### src/rtl/assert_macros.svh
// Assertion macros shared by the RTL.
// Needs clk and arst_n in the scope of each use.
`ifndef ASSERT_MACROS_SVH
`define ASSERT_MACROS_SVH
`ifndef ASSERT_OFF
`define ASSERT_ALWAYS(lbl, prop, msg) \
	lbl: assert property (@(posedge clk) disable iff (!arst_n) (prop)) else $error(msg);
`define ASSERT_NEVER(lbl, expr, msg) \
	lbl: assert property (@(posedge clk) disable iff (!arst_n) !(expr)) else $error(msg);
`else
`define ASSERT_ALWAYS(lbl, prop, msg)
`define ASSERT_NEVER(lbl, expr, msg)
`endif
`endif

### src/rtl/ddo_pkg.sv
// Types, constants and tables for the differential drive odometry block.
// No dependencies.
package ddo_pkg;

	localparam int CORDIC_STEPS = 16;
	localparam int FRAC_BITS = 16;

	localparam int CW = FRAC_BITS + 4;
	localparam int IW = $clog2(CORDIC_STEPS);
	localparam logic [63:0] CORDIC_GAIN_Q32 = 64'd2608131496;
	localparam logic [63:0] CORDIC_X0_W =
		(CORDIC_GAIN_Q32 + (64'd1 << (31 - FRAC_BITS))) >> (32 - FRAC_BITS);
	localparam logic [CW-1:0] CORDIC_X0 = CORDIC_X0_W[CW-1:0];

	localparam logic [31:0] ATAN_BAM [30] = '{
		32'd536870912, 32'd316933405, 32'd167458907, 32'd85004756, 32'd42667331,
		32'd21354465, 32'd10679838, 32'd5340245, 32'd2670163, 32'd1335086,
		32'd667544, 32'd333772, 32'd166886, 32'd83443, 32'd41721, 32'd20860,
		32'd10430, 32'd5215, 32'd2607, 32'd1303, 32'd651, 32'd325, 32'd162,
		32'd81, 32'd40, 32'd20, 32'd10, 32'd5, 32'd2, 32'd1
	};

	// serial datapath sizes
	localparam int DIV_W = 42;
	localparam int REM_W = 13;
	localparam int MUL_AW = 32;
	localparam int PROD_W = MUL_AW + CW;
	localparam int SUM_W = PROD_W + 2;
	localparam int CNT_W = $clog2(DIV_W + 1);
	localparam int ENC_SHIFT = 16 + FRAC_BITS;

	// radius 20 mm, axle 57 mm, Q4.12 wheel angles
	// travel = round((L+R) * 2^18 / 25)
	localparam int TRAVEL_SHIFT = 18;
	localparam logic [REM_W-1:0] DIV_TRAVEL = 13'd25;
	localparam logic [DIV_W-1:0] RND_TRAVEL = 42'd12;
	// turn = (R-L)*58556 + round((R-L)*2481/4864)
	localparam logic signed [33:0] TURN_WHOLE = 34'sd58556;
	localparam logic [DIV_W-1:0] TURN_FRAC_NUM = 42'd2481;
	localparam logic [REM_W-1:0] DIV_TURN = 13'd4864;
	localparam logic [DIV_W-1:0] RND_TURN = 42'd2432;
	localparam logic [REM_W-1:0] DIV_MS = 13'd1000;
	localparam logic [DIV_W-1:0] RND_MS = 42'd500;

	localparam logic [1:0] OP_ENC = 2'd0;
	localparam logic [1:0] OP_ACC = 2'd1;
	localparam logic [1:0] OP_CLR = 2'd2;
	localparam logic [1:0] OP_RSVD = 2'd3;

	localparam int CFG_IDX_W = 1;
	localparam logic [CFG_IDX_W-1:0] REG_TIME_STEP = 1'b0;
	localparam logic [CFG_IDX_W-1:0] REG_ACCEL_BIAS = 1'b1;
	localparam logic [9:0] TIME_STEP_RST = 10'd64;

	typedef struct packed {
		logic [1:0] operation;
		logic signed [15:0] left_wheel_delta;
		logic signed [15:0] right_wheel_delta;
		logic signed [15:0] accel_forward;
	} in_t;

	typedef struct packed {
		logic signed [31:0] pos_x;
		logic signed [31:0] pos_y;
		logic [31:0] heading_angle;
		logic source;
	} out_t;

	function automatic logic signed [31:0] sat32(input logic signed [SUM_W-1:0] v);
		logic signed [SUM_W-1:0] hi;
		logic signed [SUM_W-1:0] lo;
		hi = SUM_W'(32'sh7fffffff);
		lo = SUM_W'(-33'sh080000000);
		if (v > hi) begin
			return 32'sh7fffffff;
		end else if (v < lo) begin
			return 32'sh80000000;
		end
		return v[31:0];
	endfunction

endpackage

### src/rtl/differential_drive_odometry.sv
// Dead-reckoning odometry: encoder pose, accelerometer pose, shared bit-serial math.
// Depends on ddo_pkg and assert_macros.svh.
//
// Input channel in_valid/in_stall/in_data takes one word: encoder update, accelerometer
// update or clear. Output channel out_valid/out_stall/out_data gives one word for each
// input word: the reported pose, the encoder heading and its source.
// Configuration: cfg_wen writes cfg_wdata to register cfg_index (0 time step in ms,
// 1 accelerometer bias); the user must write only while the block is idle, which the block does not enforce.
// One word is worked on at a time; in_stall is high from acceptance until the result
// is loaded into the output register, so no new word is taken while one is in work.
// The math runs on a restoring divider that retires one quotient bit per cycle and a
// shift-add multiplier that takes one multiplier bit per cycle; the sine/cosine
// rotator runs its 16 steps alongside the first divide or multiply.
// Reset clears all pose state, speed and heading and loads the register defaults.
// A held output word stays in place while out_stall is high; the next input word is
// still taken, and its result waits in the last step until the output register frees.
`include "assert_macros.svh"

module differential_drive_odometry (
	input  logic clk,
	input  logic arst_n,
	input  logic in_valid,
	output logic in_stall,
	input  ddo_pkg::in_t in_data,
	output logic out_valid,
	input  logic out_stall,
	output ddo_pkg::out_t out_data,
	input  logic cfg_wen,
	input  logic [ddo_pkg::CFG_IDX_W-1:0] cfg_index,
	input  logic [15:0] cfg_wdata
);
	import ddo_pkg::*;

	localparam logic [3:0] ST_IDLE   = 4'd0;
	localparam logic [3:0] ST_E_TDIV = 4'd1;
	localparam logic [3:0] ST_E_FDIV = 4'd2;
	localparam logic [3:0] ST_E_XMUL = 4'd3;
	localparam logic [3:0] ST_E_YMUL = 4'd4;
	localparam logic [3:0] ST_A_EMUL = 4'd5;
	localparam logic [3:0] ST_A_VDIV = 4'd6;
	localparam logic [3:0] ST_A_SMUL = 4'd7;
	localparam logic [3:0] ST_A_TDIV = 4'd8;
	localparam logic [3:0] ST_A_XMUL = 4'd9;
	localparam logic [3:0] ST_A_YMUL = 4'd10;
	localparam logic [3:0] ST_FIN    = 4'd11;

	localparam logic [CNT_W-1:0] DIV_LEN = CNT_W'(DIV_W);
	localparam logic [CNT_W-1:0] MUL_LEN = CNT_W'(CW);

	logic [3:0] st_q, st_next;
	logic [CNT_W-1:0] cnt_q;
	in_t item_q;
	logic [9:0] tstep_q;
	logic signed [15:0] bias_q;
	logic signed [31:0] enc_x_q, enc_y_q, acc_x_q, acc_y_q, speed_q;
	logic [31:0] head_q, turn_q, trav_q;
	logic tsign_q, psign_q;
	logic [MUL_AW-1:0] mul_a_q;
	logic [CW-1:0] mul_b_q;
	logic [PROD_W-1:0] prod_q;
	logic [DIV_W-1:0] nq_q;
	logic [REM_W-1:0] rem_q;
	logic signed [CW-1:0] cx_q, cy_q, cos_q, sin_q;
	logic signed [31:0] cz_q;
	logic [1:0] quad_q;
	logic [IW-1:0] citer_q;
	logic cbusy_q;
	out_t out_q;
	logic out_valid_q;

	logic in_acc, is_div, is_mul, unit_active, load_en, step_en, last_step, fin_go, op_enc;
	logic [CNT_W-1:0] unit_len;
	logic [REM_W-1:0] div_d;
	logic [REM_W:0] div_t;
	logic div_ge;
	logic signed [16:0] swh, dwh, ewh;
	logic [16:0] s_mag, d_mag, e_mag;
	logic signed [33:0] turn_full;
	logic [CW-1:0] c_mag, s_mag_t;
	logic [PROD_W:0] step_rnd;
	logic signed [SUM_W-1:0] step_s, pos_sum, spd_sum, dv_s;
	logic signed [31:0] pos_base, pos_new, speed_new;
	logic [31:0] sp_mag, trav_sat, head_sum;
	logic signed [CW-1:0] cdx, cdy, cnx, cny, map_c, map_s;
	logic signed [31:0] cnz;
	logic [31:0] qa;

	assign in_acc = in_valid && !in_stall;
	assign in_stall = (st_q != ST_IDLE);
	assign out_valid = out_valid_q;
	assign out_data = out_q;
	assign op_enc = (item_q.operation == OP_ENC);

	always_comb begin
		is_div = (st_q == ST_E_TDIV) || (st_q == ST_E_FDIV) ||
			(st_q == ST_A_VDIV) || (st_q == ST_A_TDIV);
		is_mul = (st_q == ST_E_XMUL) || (st_q == ST_E_YMUL) || (st_q == ST_A_EMUL) ||
			(st_q == ST_A_SMUL) || (st_q == ST_A_XMUL) || (st_q == ST_A_YMUL);
		unit_active = is_div || is_mul;
		unit_len = is_div ? DIV_LEN : MUL_LEN;
		load_en = unit_active && (cnt_q == '0);
		step_en = unit_active && (cnt_q != '0);
		last_step = step_en && (cnt_q == unit_len);
		fin_go = (st_q == ST_FIN) && (!out_valid_q || !out_stall);
	end

	always_comb begin
		unique case (st_q)
			ST_E_TDIV: st_next = ST_E_FDIV;
			ST_E_FDIV: st_next = ST_E_XMUL;
			ST_E_XMUL: st_next = ST_E_YMUL;
			ST_A_EMUL: st_next = ST_A_VDIV;
			ST_A_VDIV: st_next = ST_A_SMUL;
			ST_A_SMUL: st_next = ST_A_TDIV;
			ST_A_TDIV: st_next = ST_A_XMUL;
			ST_A_XMUL: st_next = ST_A_YMUL;
			default:   st_next = ST_FIN;
		endcase
	end

	// restoring divider step, one quotient bit per cycle
	always_comb begin
		case (st_q)
			ST_E_TDIV: div_d = DIV_TRAVEL;
			ST_E_FDIV: div_d = DIV_TURN;
			default:   div_d = DIV_MS;
		endcase
		div_t = {rem_q, nq_q[DIV_W-1]};
		div_ge = (div_t >= {1'b0, div_d});
	end

	// operand preparation and pose arithmetic
	always_comb begin
		swh = 17'(item_q.left_wheel_delta) + 17'(item_q.right_wheel_delta);
		dwh = 17'(item_q.right_wheel_delta) - 17'(item_q.left_wheel_delta);
		ewh = 17'(item_q.accel_forward) - 17'(bias_q);
		s_mag = swh[16] ? 17'(-swh) : 17'(swh);
		d_mag = dwh[16] ? 17'(-dwh) : 17'(dwh);
		e_mag = ewh[16] ? 17'(-ewh) : 17'(ewh);
		turn_full = 34'(dwh) * TURN_WHOLE +
			(dwh[16] ? -34'(nq_q[15:0]) : 34'(nq_q[15:0]));
		c_mag = cos_q[CW-1] ? CW'(-cos_q) : CW'(cos_q);
		s_mag_t = sin_q[CW-1] ? CW'(-sin_q) : CW'(sin_q);

		if (op_enc) begin
			step_rnd = ({1'b0, prod_q} + ((PROD_W+1)'(1) << (ENC_SHIFT - 1))) >> ENC_SHIFT;
		end else begin
			step_rnd = ({1'b0, prod_q} + ((PROD_W+1)'(1) << (FRAC_BITS - 1))) >> FRAC_BITS;
		end
		step_s = psign_q ? -$signed({1'b0, step_rnd}) : $signed({1'b0, step_rnd});
		if (st_q == ST_FIN) begin
			pos_base = op_enc ? enc_y_q : acc_y_q;
		end else begin
			pos_base = op_enc ? enc_x_q : acc_x_q;
		end
		pos_sum = SUM_W'(pos_base) + step_s;
		pos_new = sat32(pos_sum);

		dv_s = tsign_q ? -$signed(SUM_W'({1'b0, nq_q})) : $signed(SUM_W'({1'b0, nq_q}));
		spd_sum = SUM_W'(speed_q) + dv_s;
		speed_new = sat32(spd_sum);
		sp_mag = speed_new[31] ? 32'(-33'(speed_new)) : 32'(speed_new);

		if (!tsign_q && (nq_q > DIV_W'(32'h7fffffff))) begin
			trav_sat = 32'h7fffffff;
		end else if (tsign_q && (nq_q > DIV_W'(32'h80000000))) begin
			trav_sat = 32'h80000000;
		end else begin
			trav_sat = nq_q[31:0];
		end
		head_sum = head_q + turn_q;
	end

	// rotation-mode CORDIC step and quadrant fold
	always_comb begin
		cdx = cy_q >>> citer_q;
		cdy = cx_q >>> citer_q;
		if (!cz_q[31]) begin
			cnx = cx_q - cdx;
			cny = cy_q + cdy;
			cnz = cz_q - $signed(ATAN_BAM[citer_q]);
		end else begin
			cnx = cx_q + cdx;
			cny = cy_q - cdy;
			cnz = cz_q + $signed(ATAN_BAM[citer_q]);
		end
		case (quad_q)
			2'd0: begin map_c = cnx;  map_s = cny;  end
			2'd1: begin map_c = -cny; map_s = cnx;  end
			2'd2: begin map_c = -cnx; map_s = -cny; end
			default: begin map_c = cny; map_s = -cnx; end
		endcase
		qa = head_q + 32'h2000_0000;
	end

	// control, configuration and pose state
	always_ff @(posedge clk or negedge arst_n) begin
		if (!arst_n) begin
			st_q <= ST_IDLE;
			cnt_q <= '0;
			cbusy_q <= 1'b0;
			citer_q <= '0;
			out_valid_q <= 1'b0;
			tstep_q <= TIME_STEP_RST;
			bias_q <= '0;
			enc_x_q <= '0;
			enc_y_q <= '0;
			head_q <= '0;
			acc_x_q <= '0;
			acc_y_q <= '0;
			speed_q <= '0;
		end else begin
			if (cfg_wen) begin
				unique case (cfg_index)
					REG_TIME_STEP:  tstep_q <= cfg_wdata[9:0];
					REG_ACCEL_BIAS: bias_q <= cfg_wdata;
					default: ;
				endcase
			end
			out_valid_q <= fin_go || (out_valid_q && out_stall);
			if (cbusy_q) begin
				citer_q <= citer_q + IW'(1);
				if (citer_q == IW'(CORDIC_STEPS - 1)) begin
					cbusy_q <= 1'b0;
				end
			end
			if (in_acc) begin
				cnt_q <= '0;
				if (in_data.operation == OP_ENC) begin
					st_q <= ST_E_TDIV;
				end else if (in_data.operation == OP_ACC) begin
					st_q <= ST_A_EMUL;
				end else begin
					st_q <= ST_FIN;
				end
				if ((in_data.operation == OP_ENC) || (in_data.operation == OP_ACC)) begin
					cbusy_q <= 1'b1;
					citer_q <= '0;
				end
			end
			if (load_en) begin
				cnt_q <= CNT_W'(1);
				if (st_q == ST_A_SMUL) begin
					speed_q <= speed_new;
				end
				if (st_q == ST_E_YMUL) begin
					enc_x_q <= pos_new;
				end
				if (st_q == ST_A_YMUL) begin
					acc_x_q <= pos_new;
				end
			end
			if (step_en) begin
				if (last_step) begin
					st_q <= st_next;
					cnt_q <= '0;
				end else begin
					cnt_q <= cnt_q + CNT_W'(1);
				end
			end
			if (fin_go) begin
				st_q <= ST_IDLE;
				case (item_q.operation)
					OP_ENC: begin
						enc_y_q <= pos_new;
						head_q <= head_sum;
					end
					OP_ACC: acc_y_q <= pos_new;
					OP_CLR: begin
						enc_x_q <= '0;
						enc_y_q <= '0;
						head_q <= '0;
						acc_x_q <= '0;
						acc_y_q <= '0;
						speed_q <= '0;
					end
					default: ;
				endcase
			end
		end
	end

	// serial datapath
	always_ff @(posedge clk) begin
		if (in_acc) begin
			item_q <= in_data;
			quad_q <= qa[31:30];
			cz_q <= $signed(head_q - {qa[31:30], 30'd0});
			cx_q <= $signed(CORDIC_X0);
			cy_q <= '0;
		end
		if (cbusy_q) begin
			cx_q <= cnx;
			cy_q <= cny;
			cz_q <= cnz;
			if (citer_q == IW'(CORDIC_STEPS - 1)) begin
				cos_q <= map_c;
				sin_q <= map_s;
			end
		end
		if (load_en) begin
			rem_q <= '0;
			prod_q <= '0;
			case (st_q)
				ST_E_TDIV: begin
					tsign_q <= swh[16];
					nq_q <= (DIV_W'(s_mag) << TRAVEL_SHIFT) + RND_TRAVEL;
				end
				ST_E_FDIV: begin
					trav_q <= nq_q[31:0];
					nq_q <= DIV_W'(d_mag) * TURN_FRAC_NUM + RND_TURN;
				end
				ST_E_XMUL: begin
					turn_q <= turn_full[31:0];
					mul_a_q <= trav_q;
					mul_b_q <= c_mag;
					psign_q <= tsign_q ^ cos_q[CW-1];
				end
				ST_A_EMUL: begin
					tsign_q <= ewh[16];
					mul_a_q <= MUL_AW'(e_mag);
					mul_b_q <= CW'(tstep_q);
				end
				ST_A_VDIV: nq_q <= (DIV_W'(prod_q) << 8) + RND_MS;
				ST_A_SMUL: begin
					tsign_q <= speed_new[31];
					mul_a_q <= sp_mag;
					mul_b_q <= CW'(tstep_q);
				end
				ST_A_TDIV: nq_q <= DIV_W'(prod_q) + RND_MS;
				ST_A_XMUL: begin
					trav_q <= trav_sat;
					mul_a_q <= trav_sat;
					mul_b_q <= c_mag;
					psign_q <= tsign_q ^ cos_q[CW-1];
				end
				default: begin
					// y pass: x was committed from the product just finished
					mul_a_q <= trav_q;
					mul_b_q <= s_mag_t;
					psign_q <= tsign_q ^ sin_q[CW-1];
				end
			endcase
		end
		if (step_en && is_div) begin
			rem_q <= div_ge ? REM_W'(div_t - {1'b0, div_d}) : REM_W'(div_t);
			nq_q <= {nq_q[DIV_W-2:0], div_ge};
		end
		if (step_en && is_mul) begin
			prod_q <= (prod_q << 1) + (mul_b_q[CW-1] ? PROD_W'(mul_a_q) : PROD_W'(0));
			mul_b_q <= mul_b_q << 1;
		end
		if (fin_go) begin
			case (item_q.operation)
				OP_ENC: out_q <= '{enc_x_q, pos_new, head_sum, 1'b0};
				OP_ACC: out_q <= '{acc_x_q, pos_new, head_q, 1'b1};
				OP_CLR: out_q <= '{32'sd0, 32'sd0, 32'd0, 1'b0};
				default: out_q <= '{enc_x_q, enc_y_q, head_q, 1'b0};
			endcase
		end
	end

	`ASSERT_ALWAYS(a_trig_ready, ((st_q == ST_E_XMUL) || (st_q == ST_A_XMUL)) |-> !cbusy_q, "cosine used before rotator finished")
	`ASSERT_ALWAYS(a_rotator_owned, cbusy_q |-> ((st_q != ST_IDLE) && (st_q != ST_FIN)), "rotator busy outside an update")
	`ASSERT_NEVER(a_cnt_range, cnt_q > DIV_LEN, "step counter past divider length")
	`ASSERT_ALWAYS(a_fin_holds, ((st_q == ST_FIN) && out_valid_q && out_stall) |=> (st_q == ST_FIN), "result overwrote a held word")

endmodule

### config.mk
export PLATFORM = sky130hd
export DESIGN_NAME = differential_drive_odometry
export DESIGN_NICKNAME = d
export VERILOG_FILES = /design/src/rtl/ddo_pkg.sv /design/src/rtl/differential_drive_odometry.sv
export VERILOG_INCLUDE_DIRS = /design/src /design/src/rtl
export SDC_FILE = /design/constraint.sdc
export NUM_CORES = 2
export LEC_CHECK = 0
export BUFFER_PORTS_ARGS = -buffer_cell sky130_fd_sc_hd__clkbuf_2
export CAP_MARGIN = 20
export CELL_PAD_IN_SITES_DETAIL_PLACEMENT = 0
export CELL_PAD_IN_SITES_GLOBAL_PLACEMENT = 1
export CORE_MARGIN = 8
export CORE_UTILIZATION = 45
export DETAILED_ROUTE_END_ITERATION = 16
export PLACE_DENSITY_LB_ADDON = 0.2
export SLEW_MARGIN = 40
export SYNTH_ARGS = -nofsm -noshare
export SYNTH_HDL_FRONTEND = slang
export SYNTH_SLANG_ARGS = --single-unit
### constraint.sdc
create_clock -name clk -period 10.9 [get_ports clk]
set_input_delay 0.545 -clock clk [delete_from_list [all_inputs] [get_ports clk]]
set_output_delay 0.545 -clock clk [all_outputs]
set_load 0.05 [all_outputs]
==> summary by stage <==
Die
171 I/O pins were placed. From bottom edge to top edge, the die measures 404 um. The die span in x is 404 um. After floorplanning, the core was sized to cover 150000 um2. The die covers 163000 um2. For this configuration, the core starts out at a cell density of 0.452.

The initialized floorplan defines 142 standard-cell rows.

Clock network
The source-to-sink clock delay at the later pin of the worst-skew pair is 0.72 ns. The H-tree depth is 3. The clock root buffer is sky130_fd_sc_hd__clkbuf_16. Clock-pin slew was measured on the worst setup and hold paths at 0.06 ns. The total CTS buffers is 89. No sink is reached through more buffers than the 3 on the longest clock path. The sink count of the clock tree is 720. TritonCTS built the clock tree. The number of buffers added for setup after CTS is 0.

Synthesis
Of the total synthesized cell area, the portion taken by XOR and XNOR cells is 0.0874. In the synthesized netlist, the number of instances is 7651. The average size of a mapped cell is 8.86 um2. The most instantiated flip-flop cell in the synthesis netlist is sky130_fd_sc_hd__edfxtp_1.

The fraction of the yosys area taken by sequential cells is 0.302. The number of warnings printed during yosys synthesis is 0. The number of enable flip-flop cells after synthesis is 485.

The main combinational cell family by area after synthesis is compound AO/OA/AOI/OAI gates. Of the total synthesized cell area, the portion taken by full adders, half adders and majority gates is 0.154. The simple logic cell fraction of the synthesized area is 0.165. After synthesis the netlist holds a flip-flop and latch count of 720. After synthesis, the netlist uses 111 different library cells.

The number of nets handed over by synthesis was 8451. The area fraction in compound gates after synthesis is 0.195. After synthesis, the share of cell area in mux cells is 0.0452.

For this run, asynchronously set or reset flops after synthesis account for 0.325. The netlist area before placement is 67800 um2.

Worst setup path
For the worst setup path, the data arrival time is 10.42 ns. STA classifies the critical path startpoint as a flip-flop. The worst reg-to-reg setup slack is 0.92 ns. For the worst setup path, the data required time is 11.34 ns. The setup path with the least slack is of type flip-flop to flip-flop. The cell with the biggest individual delay on the critical path is sky130_fd_sc_hd__or4b_2. The family of cells with the greatest summed delay on the critical path is adder cells. In this run the worst setup path terminates at turn_q[31]$_DFFE_PP_. The count of buffering cells on the critical path with inverters included is 5. The maximum cell stage delay along the critical path is 0.62 ns. The number of stages on the worst setup path is 42. The worst register-to-register path ends at turn_q[31]$_DFFE_PP_.

The origin of the critical flop-to-flop path is item_q[17]$_DFFE_PP_. Among the stages of the critical path, the cell type that occurs most often is sky130_fd_sc_hd__inv_1. Counting cells, the worst reg-to-reg path comes to 42.

The beginning of the critical path is item_q[17]$_DFFE_PP_. The endpoint kind of the worst setup timing path is a flip-flop. Of all nets on the critical path, the largest fanout is 9.

Timing
Final hold analysis gives a worst-case slack of 0.0586 ns. The final setup TNS is 0 ns. Setup repair after global routing left no endpoint under its margin. The highest achievable clock rate is 100 MHz. The number of setup violations in the final report is 0.

The post-route clock skew is 0.0334 ns. The final count of pins violating max slew is 0. In the post-route analysis, the smallest setup slack over all paths is 0.923 ns. At the pin with the least slew margin, the transition time is 0.954 ns. The total count of hold-check failures in the final report is 0. For the finished layout, the period the worst path requires is 9.98 ns. In the finished design, the share of the clock period the worst path needs comes to 0.915. The worst slew margin relative to its limit is 0.358.

Global route
The initial antenna violation count came to 7. The global-route wire length before repair is 335000 um. In the global route stage, overall resource usage came out at 0.259. The number of global-route vias before repair was 56100. For this run the aggregate overflow at the end of global routing stands at 0. Entering global routing, the biggest net connects 87 pins.

Route
The number of nets still failing antenna checks after routing is 0. After detailed routing, the number of vias per cell comes to 5.95. The residual DRC count is 0.

The final route contains 58000 vias. Wires add up to 218000 um. Dividing the detail-routed wire length by the instance count gives 22.4 um. In this run, the number of DRC markers left after iteration 0 of detailed routing was 4751. The pre-antenna-repair detailed-routing pass consisted of 8 iterations.

Status
The flow ran to the end, and the final reports show no timing, DRC or antenna violations.

Finish
In the layout the commonest cells are 682 x sky130_fd_sc_hd__nand2_1, 625 x sky130_fd_sc_hd__nor2_1, 553 x sky130_fd_sc_hd__ha_1. The most common cell after layout, fill and taps aside is sky130_fd_sc_hd__nand2_1. After the last flow step, the layout net total stands at 8455. The fraction of final layout cells sized beyond drive strength 1 is 0.0942. After routing the design area is 74100 um2.

After filler insertion, the fill cell instance count of the layout stands at 14200. Compared with the post-synthesis result, the final layout area differs by 9.33%.

Place
After detailed placement, the total cell area comes to 70600 um2. In this run the tool buffered the top-level ports with 170 buffer cells. The detailed-placement wirelength estimate is 166000 um. The post-placement worst setup slack is 0.438 ns. The weighted congestion reported at the end of routability-driven placement is 0.916.

Run
The tool flagged a number of max-cap violations equal to 0.

Min path
In this run the worst hold path is classified as input pin to flip-flop.
==> cell families (layout without fill, tap and decap cells) <==
kind of cell,after synthesis,in the layout
AOI/OAI and AO/OA,2069,2069
xor gates and xnor gates,676,676
adders and majority gates,728,728
buffers and inverters,917,997
DFF,720,720
muxes,205,205
other,0,3
and+or+nand+nor,2336,2336
==> what timing repair did <==
item | CTS | global route
resized for setup | 0 | 4
endpoints found under the hold margin | 130 | 0
hold buffers | 48 | 0
setup endpoints to repair | 0 | 3
==> worst min path at each step <==
stage	from	end	depth (start not counted)
global route	in_data[49]	item_q[49]$_DFFE_PP_	1
CTS	in_data[49]	item_q[49]$_DFFE_PP_	1
floorplan	arst_n	async pin	0
detailed placement	acc_y_q[19]$_DFFE_PN0P_	acc_y_q[19]$_DFFE_PN0P_	2
global placement	acc_y_q[4]$_DFFE_PN0P_	acc_y_q[4]$_DFFE_PN0P_	2
finish	in_data[49]	item_q[49]$_DFFE_PP_	1
==> Yosys cell counts (all sizes together), types with 17 or more instances <==
cell,number,area (um2)
and2,105,657
o21ai,559,2800
or4,25,199
mux2,68,766
a21boi,26,195
mux4,74,1670
o221ai,30,263
or3,75,469
inv,513,1930
nand3,144,733
clkbuf,315,1180
nand2,692,2600
a21o,142,1070
nand2b,64,400
o31a,24,210
a21oi,522,2640
or2,48,300
fa,173,3460
a211oi,74,566
o22ai,62,388
edfxtp,485,14600
a22o,116,1020
o21bai,49,368
o41ai,17,149
dfrtp,233,5830
o31ai,64,523
nand4,72,457
mux2i,63,631
o211ai,63,473
nor4,53,380
nor3,189,951
and3,75,469
o21a,68,510
xor2,215,1880
nor2b,66,413
buf,87,427
xnor2,461,4040
nor2,661,2550
a31oi,95,601
ha,555,6940
==> through the flow <==
stage	utilization	instances
floorplan	-	7651
global placement	0.470	9527
detailed placement	0.471	9530
CTS	0.494	9745
global route	0.495	9747
finish	0.495	9750
==> final cells by class <==
cell class | count | area [um2] | share of cell area
Antenna cell | 3 | 7.51 | 0.000101
Sequential cell | 720 | 20400 | 0.276
Multi-Input combinational cell | 6014 | 44100 | 0.595
Timing Repair Buffer | 315 | 2140 | 0.0288
Inverter | 515 | 1930 | 0.0261
Clock inverter | 44 | 480 | 0.00648
Clock buffer | 123 | 2490 | 0.0336
Tap cell | 2016 | 2520 | 0.0340
==> metal layers <==
metal / part of all wire / up-vias / GRT usage
met4: 0.035 / 0 / 0.0805
met2: 0.45 / 1876 / 0.416
met1: 0.45 / 28200 / 0.359
met3: 0.068 / 351 / 0.0418
met5: 0 / - / 0
li1: - / 27600 / -
==> state kept, by name (all words and copies together) (netlist names), 32 cells and up, named ones only <==
signal,flops
acc_y_q,32
cz_q,32
enc_y_q,32
head_q,32
item_q,50
mul_a_q,32
nq_q,42
out_data,97
prod_q,52
speed_q,32
trav_q,32
turn_q,32
Power is not shown: default switching activity piles up to over one toggle a cycle in this logic, so the estimate is an artifact.
